[src/sv/bgfa_pkg.sv]
// bgfa_pkg: shared types, constants and codes for the box-gated force averager.
// No dependencies; used by bgfa_div, bgfa_lane and box_gated_force_averager.
package bgfa_pkg;

  localparam int FRAME_BITS_DEF = 24;
  localparam int DATA_W         = 32;
  localparam int OUT_CNT_W      = 24;
  localparam int NUM_LANES      = 3;
  localparam int PERIOD_W       = 16;
  localparam int CFG_IDX_W      = 3;

  localparam logic [PERIOD_W-1:0] PERIOD_RESET = 16'd1000;

  localparam logic [CFG_IDX_W-1:0] CFG_BOX_MIN_X = 3'd0;
  localparam logic [CFG_IDX_W-1:0] CFG_BOX_MIN_Y = 3'd1;
  localparam logic [CFG_IDX_W-1:0] CFG_BOX_MIN_Z = 3'd2;
  localparam logic [CFG_IDX_W-1:0] CFG_BOX_MAX_X = 3'd3;
  localparam logic [CFG_IDX_W-1:0] CFG_BOX_MAX_Y = 3'd4;
  localparam logic [CFG_IDX_W-1:0] CFG_BOX_MAX_Z = 3'd5;
  localparam logic [CFG_IDX_W-1:0] CFG_PERIOD    = 3'd6;

  typedef enum logic [1:0] {
    KIND_START = 2'd0,
    KIND_LEN   = 2'd1,
    KIND_MEAN  = 2'd2
  } kind_t;

  typedef enum logic {
    S_IDLE = 1'b0,
    S_EMIT = 1'b1
  } state_t;

  typedef struct packed {
    logic signed [DATA_W-1:0] pos_x;
    logic signed [DATA_W-1:0] pos_y;
    logic signed [DATA_W-1:0] pos_z;
    logic signed [DATA_W-1:0] force_x;
    logic signed [DATA_W-1:0] force_y;
    logic signed [DATA_W-1:0] force_z;
    logic                     last_frame;
  } in_item_t;

  typedef struct packed {
    logic [1:0]               kind;
    logic [OUT_CNT_W-1:0]     frame_value;
    logic [OUT_CNT_W-1:0]     inside_count;
    logic signed [DATA_W-1:0] mean_x;
    logic signed [DATA_W-1:0] mean_y;
    logic signed [DATA_W-1:0] mean_z;
    logic                     final_of_run;
  } out_item_t;

  typedef struct packed {
    logic acc_en;
    logic div_go;
    logic clr;
  } lane_ctl_t;

  typedef struct packed {
    logic in_box;
    logic busy;
  } lane_sts_t;

endpackage

[src/sv/box_gated_force_averager.sv]
// box_gated_force_averager: top level; config registers, run tracking, result merge.
// Depends on bgfa_pkg and bgfa_lane (which holds bgfa_div).
//
//  port group | dir | handshake           | beat
//  in_*       | in  | in_valid/in_ready   | one frame (bgfa_pkg::in_item_t)
//  out_*      | out | out_valid/out_ready | one result (bgfa_pkg::out_item_t)
//  cfg_*      | in  | cfg_we              | one register write, index cfg_idx
//
// A frame with no result leaves the block idle; such frames can follow every cycle.
// A frame with results holds the input until its last result is loaded; with a mean report
// it also waits for the serial divider (one bit per cycle) before the report is loaded,
// and a run length that follows the report is loaded after it.
// Output stalls hold the result register and delay the frame's remaining results,
// and with them the input.
// Reset is synchronous; state, counters and config registers return to their reset values.
module box_gated_force_averager #(
  parameter int FRAME_BITS = bgfa_pkg::FRAME_BITS_DEF
) (
  input  logic                              clk,
  input  logic                              rst_n,
  input  logic                              in_valid,
  output logic                              in_ready,
  input  bgfa_pkg::in_item_t                in_data,
  output logic                              out_valid,
  input  logic                              out_ready,
  output bgfa_pkg::out_item_t               out_data,
  input  logic                              cfg_we,
  input  logic [bgfa_pkg::CFG_IDX_W-1:0]    cfg_idx,
  input  logic [bgfa_pkg::DATA_W-1:0]       cfg_wdata
);

  localparam int NL = bgfa_pkg::NUM_LANES;
  localparam int PW = bgfa_pkg::PERIOD_W;
  localparam logic [FRAME_BITS-1:0] CNT_MAX = '1;

  // config
  logic signed [bgfa_pkg::DATA_W-1:0] box_min_r [NL];
  logic signed [bgfa_pkg::DATA_W-1:0] box_max_r [NL];
  logic [PW-1:0]                      period_r;

  // tracking state
  logic [FRAME_BITS-1:0] frame_index_r, frame_index_nxt;
  logic                  in_run_r, in_run_nxt;
  logic [FRAME_BITS-1:0] run_start_r, run_start_nxt;
  logic [FRAME_BITS-1:0] inside_total_r, inside_total_nxt;
  logic [PW-1:0]         period_cnt_r, period_cnt_nxt;

  // pending results
  bgfa_pkg::state_t      state_r, state_nxt;
  logic                  pend_start_r, pend_start_nxt;
  logic                  pend_rep_r, pend_rep_nxt;
  logic                  pend_len_r, pend_len_nxt;
  logic [FRAME_BITS-1:0] start_val_r, len_val_r, rep_cnt_r;
  logic [FRAME_BITS-1:0] len_val;

  logic                  out_valid_r, out_valid_nxt;
  bgfa_pkg::out_item_t   out_r, out_nxt;

  // lanes
  bgfa_pkg::lane_ctl_t                lane_ctl;
  bgfa_pkg::lane_sts_t                lane_sts [NL];
  logic signed [bgfa_pkg::DATA_W-1:0] lane_pos [NL];
  logic signed [bgfa_pkg::DATA_W-1:0] lane_force [NL];
  logic signed [bgfa_pkg::DATA_W-1:0] lane_mean [NL];
  logic [NL-1:0]                      inside_v, busy_v;

  logic                  acc, in_box, count_ok, rep_hit, start_evt, len_evt, any_evt;
  logic [PW:0]           pc_inc;
  logic [PW-1:0]         period_eff;
  logic [FRAME_BITS-1:0] run_start_eff, span, total_inc;

  logic                  ld, ld_final;
  bgfa_pkg::kind_t       ld_kind;

  always_ff @(posedge clk) begin
    if (!rst_n) begin
      for (int i = 0; i < NL; i++) begin
        box_min_r[i] <= '0;
        box_max_r[i] <= '0;
      end
      period_r <= bgfa_pkg::PERIOD_RESET;
    end else if (cfg_we) begin
      case (cfg_idx)
        bgfa_pkg::CFG_BOX_MIN_X: box_min_r[0] <= cfg_wdata;
        bgfa_pkg::CFG_BOX_MIN_Y: box_min_r[1] <= cfg_wdata;
        bgfa_pkg::CFG_BOX_MIN_Z: box_min_r[2] <= cfg_wdata;
        bgfa_pkg::CFG_BOX_MAX_X: box_max_r[0] <= cfg_wdata;
        bgfa_pkg::CFG_BOX_MAX_Y: box_max_r[1] <= cfg_wdata;
        bgfa_pkg::CFG_BOX_MAX_Z: box_max_r[2] <= cfg_wdata;
        bgfa_pkg::CFG_PERIOD:    period_r     <= cfg_wdata[PW-1:0];
        default: ;
      endcase
    end
  end

  assign lane_pos[0]   = in_data.pos_x;
  assign lane_pos[1]   = in_data.pos_y;
  assign lane_pos[2]   = in_data.pos_z;
  assign lane_force[0] = in_data.force_x;
  assign lane_force[1] = in_data.force_y;
  assign lane_force[2] = in_data.force_z;

  for (genvar g = 0; g < NL; g++) begin : g_lane
    bgfa_lane #(
      .FRAME_BITS (FRAME_BITS)
    ) u_lane (
      .clk      (clk),
      .rst_n    (rst_n),
      .ctl      (lane_ctl),
      .box_min  (box_min_r[g]),
      .box_max  (box_max_r[g]),
      .pos      (lane_pos[g]),
      .force_in (lane_force[g]),
      .count    (total_inc),
      .sts      (lane_sts[g]),
      .mean     (lane_mean[g])
    );
    assign inside_v[g] = lane_sts[g].in_box;
    assign busy_v[g]   = lane_sts[g].busy;
  end

  // frame decode
  always_comb begin
    acc           = in_valid && in_ready;
    in_box        = &inside_v;
    count_ok      = in_box && (inside_total_r != CNT_MAX);
    period_eff    = (period_r == '0) ? PW'(1) : period_r;
    pc_inc        = {1'b0, period_cnt_r} + 1'b1;
    rep_hit       = count_ok && (pc_inc >= {1'b0, period_eff});
    start_evt     = in_box && !in_run_r;
    len_evt       = in_box ? in_data.last_frame : in_run_r;
    any_evt       = start_evt || rep_hit || len_evt;
    run_start_eff = start_evt ? frame_index_r : run_start_r;
    span          = frame_index_r - run_start_eff;
    len_val       = (in_box && span != CNT_MAX) ? span + 1'b1 : span;
    total_inc     = inside_total_r + 1'b1;
    lane_ctl.acc_en = acc && count_ok;
    lane_ctl.div_go = acc && rep_hit;
    lane_ctl.clr    = acc && in_data.last_frame;
  end

  always_comb begin
    frame_index_nxt  = frame_index_r;
    in_run_nxt       = in_run_r;
    run_start_nxt    = run_start_r;
    inside_total_nxt = inside_total_r;
    period_cnt_nxt   = period_cnt_r;
    if (acc) begin
      if (in_data.last_frame) begin
        frame_index_nxt  = '0;
        in_run_nxt       = 1'b0;
        run_start_nxt    = '0;
        inside_total_nxt = '0;
        period_cnt_nxt   = '0;
      end else begin
        if (frame_index_r != CNT_MAX) begin
          frame_index_nxt = frame_index_r + 1'b1;
        end
        in_run_nxt    = in_box;
        run_start_nxt = run_start_eff;
        if (count_ok) begin
          inside_total_nxt = total_inc;
          period_cnt_nxt   = rep_hit ? '0 : pc_inc[PW-1:0];
        end
      end
    end
  end

  // next state
  always_comb begin
    state_nxt = state_r;
    case (state_r)
      bgfa_pkg::S_IDLE: if (acc && any_evt) state_nxt = bgfa_pkg::S_EMIT;
      bgfa_pkg::S_EMIT: if (ld && ld_final) state_nxt = bgfa_pkg::S_IDLE;
      default:          state_nxt = bgfa_pkg::S_IDLE;
    endcase
  end

  // emit selection: run start, mean report, run length
  always_comb begin
    ld       = 1'b0;
    ld_final = 1'b0;
    ld_kind  = bgfa_pkg::KIND_START;
    in_ready = 1'b0;
    case (state_r)
      bgfa_pkg::S_IDLE: begin
        in_ready = 1'b1;
      end
      bgfa_pkg::S_EMIT: begin
        if (!out_valid_r || out_ready) begin
          if (pend_start_r) begin
            ld       = 1'b1;
            ld_kind  = bgfa_pkg::KIND_START;
            ld_final = !pend_rep_r && !pend_len_r;
          end else if (pend_rep_r) begin
            ld       = (busy_v == '0);
            ld_kind  = bgfa_pkg::KIND_MEAN;
            ld_final = !pend_len_r;
          end else if (pend_len_r) begin
            ld       = 1'b1;
            ld_kind  = bgfa_pkg::KIND_LEN;
            ld_final = 1'b1;
          end
        end
      end
      default: ;
    endcase
  end

  always_comb begin
    pend_start_nxt = pend_start_r;
    pend_rep_nxt   = pend_rep_r;
    pend_len_nxt   = pend_len_r;
    if (acc) begin
      pend_start_nxt = start_evt;
      pend_rep_nxt   = rep_hit;
      pend_len_nxt   = len_evt;
    end else if (ld) begin
      case (ld_kind)
        bgfa_pkg::KIND_START: pend_start_nxt = 1'b0;
        bgfa_pkg::KIND_MEAN:  pend_rep_nxt   = 1'b0;
        bgfa_pkg::KIND_LEN:   pend_len_nxt   = 1'b0;
        default: ;
      endcase
    end
  end

  always_comb begin
    out_nxt              = '0;
    out_nxt.kind         = ld_kind;
    out_nxt.final_of_run = ld_final;
    case (ld_kind)
      bgfa_pkg::KIND_START: out_nxt.frame_value = bgfa_pkg::OUT_CNT_W'(start_val_r);
      bgfa_pkg::KIND_LEN:   out_nxt.frame_value = bgfa_pkg::OUT_CNT_W'(len_val_r);
      bgfa_pkg::KIND_MEAN: begin
        out_nxt.inside_count = bgfa_pkg::OUT_CNT_W'(rep_cnt_r);
        out_nxt.mean_x       = lane_mean[0];
        out_nxt.mean_y       = lane_mean[1];
        out_nxt.mean_z       = lane_mean[2];
      end
      default: ;
    endcase
    out_valid_nxt = ld ? 1'b1 : (out_ready ? 1'b0 : out_valid_r);
  end

  always_ff @(posedge clk) begin
    if (!rst_n) begin
      state_r        <= bgfa_pkg::S_IDLE;
      frame_index_r  <= '0;
      in_run_r       <= 1'b0;
      run_start_r    <= '0;
      inside_total_r <= '0;
      period_cnt_r   <= '0;
      pend_start_r   <= 1'b0;
      pend_rep_r     <= 1'b0;
      pend_len_r     <= 1'b0;
      out_valid_r    <= 1'b0;
    end else begin
      state_r        <= state_nxt;
      frame_index_r  <= frame_index_nxt;
      in_run_r       <= in_run_nxt;
      run_start_r    <= run_start_nxt;
      inside_total_r <= inside_total_nxt;
      period_cnt_r   <= period_cnt_nxt;
      pend_start_r   <= pend_start_nxt;
      pend_rep_r     <= pend_rep_nxt;
      pend_len_r     <= pend_len_nxt;
      out_valid_r    <= out_valid_nxt;
    end
  end

  always_ff @(posedge clk) begin
    if (acc) begin
      start_val_r <= frame_index_r;
      len_val_r   <= len_val;
      rep_cnt_r   <= total_inc;
    end
    if (ld) begin
      out_r <= out_nxt;
    end
  end

  assign out_valid = out_valid_r;
  assign out_data  = out_r;

  a_div_started: assert property (@(posedge clk) disable iff (!rst_n)
    lane_ctl.div_go |=> (&busy_v))
    else $error("mean report requested but lane dividers not running");

  a_mean_ready: assert property (@(posedge clk) disable iff (!rst_n)
    (ld && ld_kind == bgfa_pkg::KIND_MEAN) |-> (busy_v == '0))
    else $error("mean loaded while a divider is still busy");

  a_idle_empty: assert property (@(posedge clk) disable iff (!rst_n)
    (state_r == bgfa_pkg::S_IDLE) |-> !(pend_start_r || pend_rep_r || pend_len_r))
    else $error("idle with results still pending");

  a_busy_only_emit: assert property (@(posedge clk) disable iff (!rst_n)
    (busy_v != '0) |-> (state_r == bgfa_pkg::S_EMIT && pend_rep_r))
    else $error("divider running without a pending mean report");

endmodule

[src/sv/bgfa_div.sv]
// bgfa_div: bit-serial restoring divider, signed dividend by unsigned divisor,
// quotient truncated toward zero. Depends on bgfa_pkg.
module bgfa_div #(
  parameter int SW = bgfa_pkg::DATA_W + bgfa_pkg::FRAME_BITS_DEF,
  parameter int DW = bgfa_pkg::FRAME_BITS_DEF
) (
  input  logic                             clk,
  input  logic                             rst_n,
  input  logic                             go,
  input  logic signed [SW-1:0]             dividend,
  input  logic [DW-1:0]                    divisor,
  output logic                             busy,
  output logic signed [bgfa_pkg::DATA_W-1:0] quot
);

  localparam int CNT_W = $clog2(SW + 1);

  logic [CNT_W-1:0] cnt_r, cnt_nxt;
  logic [SW-1:0]    quot_r, quot_nxt;
  logic [DW-1:0]    rem_r, rem_nxt;
  logic [DW-1:0]    den_r;
  logic             neg_r;
  logic [DW:0]      sh;
  logic             ge;
  logic [SW-1:0]    mag;
  logic [bgfa_pkg::DATA_W-1:0] q_lo;

  always_comb begin
    mag      = dividend[SW-1] ? $unsigned(-dividend) : $unsigned(dividend);
    sh       = {rem_r, quot_r[SW-1]};
    ge       = sh >= {1'b0, den_r};
    rem_nxt  = ge ? DW'(sh - {1'b0, den_r}) : sh[DW-1:0];
    quot_nxt = {quot_r[SW-2:0], ge};
    cnt_nxt  = cnt_r - 1'b1;
  end

  always_ff @(posedge clk) begin
    if (!rst_n) begin
      cnt_r <= '0;
    end else if (go) begin
      cnt_r <= CNT_W'(SW);
    end else if (busy) begin
      cnt_r <= cnt_nxt;
    end
  end

  always_ff @(posedge clk) begin
    if (go) begin
      quot_r <= mag;
      rem_r  <= '0;
      den_r  <= divisor;
      neg_r  <= dividend[SW-1];
    end else if (busy) begin
      quot_r <= quot_nxt;
      rem_r  <= rem_nxt;
    end
  end

  assign busy = cnt_r != '0;
  assign q_lo = quot_r[bgfa_pkg::DATA_W-1:0];
  assign quot = neg_r ? $signed(-q_lo) : $signed(q_lo);

endmodule

[src/sv/bgfa_lane.sv]
// bgfa_lane: one axis: inclusive box test, running force sum and mean divider.
// Depends on bgfa_pkg and bgfa_div.
module bgfa_lane #(
  parameter int FRAME_BITS = bgfa_pkg::FRAME_BITS_DEF
) (
  input  logic                                clk,
  input  logic                                rst_n,
  input  bgfa_pkg::lane_ctl_t                 ctl,
  input  logic signed [bgfa_pkg::DATA_W-1:0]  box_min,
  input  logic signed [bgfa_pkg::DATA_W-1:0]  box_max,
  input  logic signed [bgfa_pkg::DATA_W-1:0]  pos,
  input  logic signed [bgfa_pkg::DATA_W-1:0]  force_in,
  input  logic [FRAME_BITS-1:0]               count,
  output bgfa_pkg::lane_sts_t                 sts,
  output logic signed [bgfa_pkg::DATA_W-1:0]  mean
);

  localparam int SW = bgfa_pkg::DATA_W + FRAME_BITS;

  logic signed [SW-1:0] sum_r, sum_nxt;
  logic                 div_busy;

  assign sum_nxt = sum_r + {{FRAME_BITS{force_in[bgfa_pkg::DATA_W-1]}}, force_in};

  always_ff @(posedge clk) begin
    if (!rst_n) begin
      sum_r <= '0;
    end else if (ctl.clr) begin
      sum_r <= '0;
    end else if (ctl.acc_en) begin
      sum_r <= sum_nxt;
    end
  end

  bgfa_div #(
    .SW (SW),
    .DW (FRAME_BITS)
  ) u_div (
    .clk      (clk),
    .rst_n    (rst_n),
    .go       (ctl.div_go),
    .dividend (sum_nxt),
    .divisor  (count),
    .busy     (div_busy),
    .quot     (mean)
  );

  assign sts.in_box = (pos >= box_min) && (pos <= box_max);
  assign sts.busy   = div_busy;

endmodule

[config.mk]
export PLATFORM = sky130hd
export DESIGN_NAME = box_gated_force_averager
export DESIGN_NICKNAME = d
export VERILOG_FILES = /design/src/sv/bgfa_pkg.sv /design/src/sv/box_gated_force_averager.sv /design/src/sv/bgfa_div.sv /design/src/sv/bgfa_lane.sv
export SDC_FILE = /design/constraint.sdc
export NUM_CORES = 2
export LEC_CHECK = 0
export BUFFER_PORTS_ARGS = -buffer_cell sky130_fd_sc_hd__buf_2
export CAP_MARGIN = 5
export CORE_MARGIN = 2
export CORE_UTILIZATION = 32
export CTS_CLUSTER_DIAMETER = 50
export DETAILED_ROUTE_END_ITERATION = 8
export HOLD_SLACK_MARGIN = 0.15
export PLACE_DENSITY = 0.56
export SLEW_MARGIN = 25
export SYNTH_ARGS = -nofsm -noshare
export SYNTH_HDL_FRONTEND = slang
export SYNTH_SLANG_ARGS = --single-unit
export TNS_END_PERCENT = 50
[constraint.sdc]
create_clock -name clk -period 9 [get_ports clk]
set_input_delay 1.35 -clock clk [delete_from_list [all_inputs] [get_ports clk]]
set_output_delay 1.35 -clock clk [all_outputs]
set_load 0.005 [all_outputs]
Yosys cells after proc, flatten, opt, wreduce, memory -nomap -nowiden
Memories as Yosys holds them, arrays and structs flattened.
Cells that the tools add are included.
{"block": "word_totals", "reg_bits": 782, "mem_bits_rw": 192, "in_bits": 233, "output_inout_bits": 149, "n_memories": 2}
{"block": "classes", "addsub": 20, "n_lt_le_gt_ge": 10, "eq_ne": 11, "mux": 95, "bitwise_logic": 8, "n_reduce_logical": 47}
{"name": "box_max_r", "words": 3, "width": 32, "read_ports": 3, "rd_ports_with_merged_regs": 0, "write_ports": 3, "line_no": "box_gated_force_averager.sv:38", "source": "logic signed [bgfa_pkg::DATA_W-1:0] box_max_r [NL];"}
{"name": "box_min_r", "words": 3, "width": 32, "read_ports": 3, "rd_ports_with_merged_regs": 0, "write_ports": 3, "line_no": "box_gated_force_averager.sv:37", "source": "logic signed [bgfa_pkg::DATA_W-1:0] box_min_r [NL];"}
{"cell": "56-bit two-way mux", "count": 9}
{"cell": "32-bit two-way mux", "count": 9}
{"cell": "24-bit two-way mux", "count": 10}
{"cell": "56-bit adder", "count": 3}
{"cell": "56-bit negator", "count": 3}
{"cell": "32-bit greater-or-equal comparator", "count": 3}
{"cell": "32-bit <= comparator", "count": 3}
{"cell": "32-bit negator", "count": 3}
{"cell": "24-bit subtractor", "count": 4}
{"cell": "25-bit by 24-bit greater-or-equal comparator with 1-bit output", "count": 3}
{"cell": "24-bit by 1-bit adder with 24-bit output (second input constant)", "count": 3}
{"cell": "24-bit != test (second input constant)", "count": 3}
{"cell": "16-bit two-way mux", "count": 4}
{"cell": "1-bit two-way mux", "count": 51}
{"cell": "24-bit one-hot mux with 2 select lines", "count": 1}
{"cell": "6-bit two-way mux", "count": 6}
{"cell": "2-bit nonzero test", "count": 10}
{"cell": "6-bit nonzero test", "count": 3}
{"cell": "6-bit by 1-bit subtractor with 6-bit output (second input constant)", "count": 3}
{"cell": "16-bit by 1-bit adder with 17-bit output (second input constant)", "count": 1}
{"cell": "17-bit by 16-bit greater-or-equal comparator with 1-bit output", "count": 1}
{"cell": "16-bit logical NOT", "count": 1}
{"cell": "1-bit logical AND", "count": 14}
{"cell": "2-bit AND reduction", "count": 6}
{"cell": "15 further kinds", "count": 34}

Logic depth before layout (Yosys ltp)
An unclocked memory read counts as a cell.
{"block": "logic_depth", "depth_word": 11, "ltp_mapped": 30}

Hierarchy
Synthesis repeated with hierarchy kept, for this count alone.
{"block": "hier_totals", "hier_cells": 7086, "area_unflattened_um2": 66413.7}
{"mod": "bgfa_lane", "n_inst": 3, "cells_each": 984, "area_each_um2": 7424.6, "seq_area_each_um2": 1121.1}
{"mod": "box_gated_force_averager", "n_inst": 1, "cells_each": 1681, "area_each_um2": 21830.9, "seq_area_each_um2": 14543.9}
{"mod": "bgfa_div (g_lane[0].u_lane.u_div ...)", "n_inst": 2, "cells_each": 813, "area_each_um2": 7404.6, "seq_area_each_um2": 3032.9}
{"mod": "bgfa_div (g_lane[2].u_lane.u_div)", "n_inst": 1, "cells_each": 827, "area_each_um2": 7499.7, "seq_area_each_um2": 3032.9}

Least setup slack after synthesis
OpenSTA, ideal clock, no wires.
{"block": "synth_path", "path_type": "input port to flip-flop", "from": "input out_ready", "to": "register state_r", "setup_ns": 0.124, "t_arrival_ns": 9.456, "required_ns": 8.876, "path_slack_ns": -0.580, "path_stages": 5, "path_cell_list": "nor2b_1 -> nand2b_1 -> a21oi_1 -> a2bb2oi_1 -> o31a_1"}
{"block": "synth_between", "elab_chain_len": 6, "word_cells_on_any_way": 8, "cone_classes": "mux: 6; reduce/logical: 2"}
{"element": "start, declared", "line_no": "box_gated_force_averager.sv:25", "source": "input logic out_ready,"}
{"element": "1-bit logical OR", "line_no": "box_gated_force_averager.sv:190", "source": "if (!out_valid_r || out_ready) begin"}
{"element": "1-bit two-way mux", "line_no": "box_gated_force_averager.sv:190"}
{"element": "1-bit two-way mux", "line_no": "box_gated_force_averager.sv:185", "source": "case (state_r)"}
{"element": "named net ld", "line_no": "box_gated_force_averager.sv:72", "source": "logic ld, ld_final;"}
{"element": "1-bit logical AND", "line_no": "box_gated_force_averager.sv:174", "source": "bgfa_pkg::S_EMIT: if (ld && ld_final) state_nxt = bgfa_pkg::S_IDLE;"}
{"element": "1-bit two-way mux", "line_no": "box_gated_force_averager.sv:174"}
{"element": "1-bit one-hot mux with 2 select lines", "line_no": "box_gated_force_averager.sv:172", "source": "case (state_r)"}
{"element": "end signal, assigned", "line_no": "box_gated_force_averager.sv:248", "source": "state_r <= bgfa_pkg::S_IDLE;"}
{"element": "end signal, assigned", "line_no": "box_gated_force_averager.sv:259", "source": "state_r <= state_nxt;"}
{"element": "end, declared", "line_no": "box_gated_force_averager.sv:49", "source": "bgfa_pkg::state_t state_r, state_nxt;"}
The timed path passes the listed nets, and every way through them passes these cells.
A chain may end at the register's enable or synchronous reset.

Worst setup path after layout
{"block": "layout_path", "from": "input in_data[102] in the netlist's numbering", "to": "register len_val_r[22], data pin"}
{"block": "layout_between", "elab_chain_len": 9, "word_cells_on_any_way": 11, "cone_classes": "add/sub: 2; order compare: 2; eq/ne: 1; mux: 2; reduce/logical: 4"}
{"element": "start, declared", "line_no": "box_gated_force_averager.sv:23", "source": "input bgfa_pkg::in_item_t in_data,"}
{"element": "32-bit greater-or-equal comparator / 32-bit <= comparator (equally long branches)", "line_no": "bgfa_lane.sv:48", "source": "assign sts.in_box = (pos >= box_min) && (pos <= box_max);"}
{"element": "1-bit logical AND (*)", "line_no": "bgfa_lane.sv:48"}
{"element": "3-bit AND reduction (*)", "line_no": "box_gated_force_averager.sv:125", "source": "in_box = &inside_v;"}
{"element": "branches (longest 5 deep; another with 24-bit subtractor)"}
{"element": "24-bit two-way mux (*)", "line_no": "box_gated_force_averager.sv:135", "source": "len_val = (in_box && span != CNT_MAX) ? span + 1'b1 : span;"}
{"element": "named net len_val[22]", "line_no": "box_gated_force_averager.sv:54", "source": "logic [FRAME_BITS-1:0] len_val;"}
{"element": "end signal, assigned", "line_no": "box_gated_force_averager.sv:275", "source": "len_val_r <= len_val;"}
{"element": "end, declared", "line_no": "box_gated_force_averager.sv:53", "source": "logic [FRAME_BITS-1:0] start_val_r, len_val_r, rep_cnt_r;"}
Mark *: on every way through the listed nets, which the timed path passes.

==> flow_summary.rst <==
.. list-table::
   :header-rows: 1

   * - Metric
     - Value
   * - Number of vias per cell after detailed routing
     - 5.218
   * - Nature of the critical path startpoint
     - input pin
   * - Category of the most critical setup path
     - in2reg
   * - Antenna violations before repair
     - 14
   * - Boundary pin count
     - 382
   * - Core Util, Final
     - 0.3706
   * - Maximum number of pins on one net before global-route repair
     - 165
   * - Most used standard cell by instance count after synthesis
     - sky130_fd_sc_hd__nand2_1
   * - Portion of the post-synthesis area used by sequential elements
     - 0.4094
   * - Pwr Total
     - 15.40 mW
   * - CTS Hold Buffers Added
     - 0
   * - Total setup violations reported at the end of the flow
     - 0
   * - Main combinational cell family by area after synthesis
     - compound AO/OA/AOI/OAI gates
   * - Number of filler instances in the final layout
     - 19,610
   * - Via count
     - 51,660
   * - # DRC
     - 0
   * - Status
     - finished clean
   * - YS warnings
     - 0
   * - Htree depth
     - 4
   * - Cell family with most CP delay
     - compound AO/OA/AOI/OAI gates
   * - Number of distinct library cells after synthesis
     - 104
   * - Ranking of synthesized cells by instance count
     - 738 x sky130_fd_sc_hd__nand2_1, 672 x sky130_fd_sc_hd__nor2_1, 606 x sky130_fd_sc_hd__edfxtp_1
   * - Max Fanout on Critical Path
     - 7
   * - First-pass GRT wire length
     - 286.6 mm
   * - Setup TNS
     - 0 ns
   * - Period Utilization, post-route
     - 0.8715
   * - Max-cap viol count
     - 0
   * - Final Slew Violations
     - 0
   * - Worst supply voltage drop on vdd
     - 0.1433 mV
   * - Final wirelength
     - 185.2 mm
   * - Seq cells post-synth
     - 974
   * - Min setup slack post-route
     - 1.156 ns
   * - Maximum operating frequency
     - 127.5 MHz
   * - Async S/R FF share, synth
     - 0
   * - Number of enable-type register cells in the synthesized netlist
     - 606
   * - Source-to-sink clock delay at the later pin of the worst-skew pair
     - 0.79 ns
   * - Slowest cell on crit path
     - sky130_fd_sc_hd__a2111oi_0
   * - Initial Utilization
     - 0.3213
   * - Met2 WL
     - 88.69 mm
   * - Number of nets with antenna violations after routing
     - 0
   * - Post-cts repair resize count
     - 0
   * - Skew final
     - 0.03804 ns
   * - Buffer cell driving the clock tree root
     - sky130_fd_sc_hd__clkbuf_16
   * - Biggest area consumer among synthesized cells
     - sky130_fd_sc_hd__edfxtp_1
   * - Die width
     - 445.8 um
   * - Relative slew slack
     - 0.3220
   * - Met3 wirelength from detailed routing
     - 7.798 mm
   * - Count of buffering cells on the critical path with inverters included
     - 3
   * - Clock transition at the registers of the reported paths
     - 0.05 ns
   * - Kind of end point of the critical path
     - register
   * - Signed area change from the synthesized netlist to the final layout
     - 15.35%
   * - Total Routing Usage GR
     - 0.1817
   * - CTS buffer count
     - 141
   * - Floorplan row count
     - 162
   * - Hold Fails Final Rpt
     - 0
   * - Post-Synth Adder-Cell Area
     - 0.09942
   * - Post-synthesis xor/xnor area fraction
     - 0.07501
   * - Most used flip-flop cell after synthesis
     - sky130_fd_sc_hd__edfxtp_1
   * - Maximum root-to-sink buffer count
     - 3
   * - Number of clock sinks
     - 974
   * - Pre-Repair DR Iteration Count
     - 5
   * - CP max stage delay
     - 0.57 ns
   * - Standard cell core area
     - 0.1944 mm2
   * - Synthesized net count
     - 7,652
   * - Number of setup buffers added after CTS
     - 0
   * - Min cycle time layout
     - 7.844 ns
   * - Share of Yosys cell area claimed by the top area cell type
     - 0.2914
   * - Static leakage power
     - 30.70 nW
   * - Violation count after the first detailed-routing iteration
     - 3,458
   * - Netlist Area Pre-Place
     - 0.06245 mm2
   * - Highest metal used
     - met5
   * - Overflow left after global routing
     - 0
   * - Post-synthesis simple-gate area fraction
     - 0.1778
   * - Synth Area in Compound Gates
     - 0.1877
   * - Cell repeated most along the worst path
     - sky130_fd_sc_hd__o21a_1
   * - Minimum setup slack after placement
     - 0.4062 ns
   * - Total number of nets in the final design
     - 7,951
   * - I/O Buffers
     - 381
   * - Vias in the first global route
     - 50,240
   * - Total power per unit cell area
     - 213.8 mW/mm2
   * - Mean cell area of the mapped netlist
     - 9.015 um2
   * - Final HPWL from detailed placement
     - 139.0 mm
   * - Worst hold path class
     - reg2reg
   * - Arr. time, crit path
     - 8.36 ns
   * - Vert. Die Dim
     - 445.8 um
   * - Gp weighted congestion
     - 0.9254
   * - Tightest Pin Transition
     - 1.010 ns
   * - Dominant cells by area after synthesis
     - sky130_fd_sc_hd__edfxtp_1 29%, sky130_fd_sc_hd__dfxtp_1 12%, sky130_fd_sc_hd__ha_1 9.7%
   * - Post-synthesis mux area share
     - 0.01148
   * - Number of instances in the synthesized netlist
     - 6,927
   * - Routed metal-1 wirelength
     - 83.68 mm
   * - Data required time of the critical path
     - 9.52 ns
   * - Unrepaired setup endpoints after global routing
     - false
   * - CTS tree
     - done
   * - Average routed wire per standard cell
     - 18.71 um
   * - DIE AREA
     - 0.1987 mm2
   * - Ratio of cells with drive above 1 in the final layout
     - 0.1088
   * - Worst Hold Margin
     - 0.4542 ns
[final timing paths]
check                                     startpoint                                      end  slack (ns)  cells past startpoint
max                                     in_data[102]                  len_val_r[22]$_DFFE_PP_        1.16                     29
max reg2reg               box_max_r[0][69]$_DFFE_PP_                  len_val_r[22]$_DFFE_PP_        1.44                     29
min          g_lane[0].u_lane.sum_r[44]$_SDFFE_PP0P_  g_lane[0].u_lane.sum_r[44]$_SDFFE_PP0P_        0.45                      2
min reg2reg  g_lane[0].u_lane.sum_r[44]$_SDFFE_PP0P_  g_lane[0].u_lane.sum_r[44]$_SDFFE_PP0P_        0.45                      2
[layer usage]
layer | global-route usage | vias to the layer above
met5 | 0 | -
met4 | 0.06177 | 4
met3 | 0.02393 | 278
met2 | 0.3097 | 1075
met1 | 0.2355 | 24600
li1 | - | 25700
[stage by stage]
stage / instances / cell area, um2
finish: 9901 / 72030
global route: 9897 / 72020
CTS: 9887 / 71950
detailed placement: 9623 / 67160
global placement: 9623 / 67160
floorplan: 6927 / 62450
[power by group]
part | switching, mW | total [mW] | internal, mW
combinational | 2.16 | 3.56 | 1.40
clock | 2.26 | 5.61 | 3.35
sequential | 0.512 | 6.23 | 5.72
total | 4.93 | 15.4 | 10.5
[state kept, by name (all words and copies together) (netlist names), 18 cells and up]
signal,cells
g_lane.u_lane.sum_r,168
rep_cnt_r,24
run_start_r,24
box_min_r,96
g_lane.u_lane.u_div.cnt_r,18
g_lane.u_lane.u_div.quot_r,168
start_val_r,24
out_data,147
frame_index_r,24
len_val_r,24
g_lane.u_lane.u_div.den_r,24
box_max_r,96
g_lane.u_lane.u_div.rem_r,72
inside_total_r,24
[tightest hold or removal path, cell delays in order, from the launching register on]
cell                      delay, ns
sky130_fd_sc_hd__dfxtp_1       0.30
sky130_fd_sc_hd__nand2_1       0.05
sky130_fd_sc_hd__a21oi_1       0.05
[cell type report]
class                   count  area, um2  share of cell area
multi-input cells        5303      34630              0.4808
flip-flops and latches    974      25560              0.3549
clock buffers             175       3832             0.05320
well taps                2542       3181             0.04415
repair buffers            450       2502             0.03474
inverters                 356       1339             0.01859
clock inverters            89      949.7             0.01318
diodes                     12      30.03           0.0004169
[cell usage in the layout (no fill, tap or decap), types with 276 or more instances in the layout]
master and count:
sky130_fd_sc_hd__xnor2_1 276, sky130_fd_sc_hd__inv_1 353, sky130_fd_sc_hd__ha_1 485, sky130_fd_sc_hd__o21ai_0 430, sky130_fd_sc_hd__a21oi_1 586, sky130_fd_sc_hd__nor2_1 670
sky130_fd_sc_hd__edfxtp_1 606, sky130_fd_sc_hd__nand2_1 734, sky130_fd_sc_hd__buf_2 381, sky130_fd_sc_hd__dfxtp_1 368
[kinds of logic after synthesis]
group                      Yosys count
adders and majority gates          492
xor gates and xnor gates           534
muxes                               70
and+or+nand+nor                   2346
AOI/OAI and AO/OA                 1861
buffers and inverters              650
DFF                                974
Note: power is estimated with default switching activity, not from simulation.
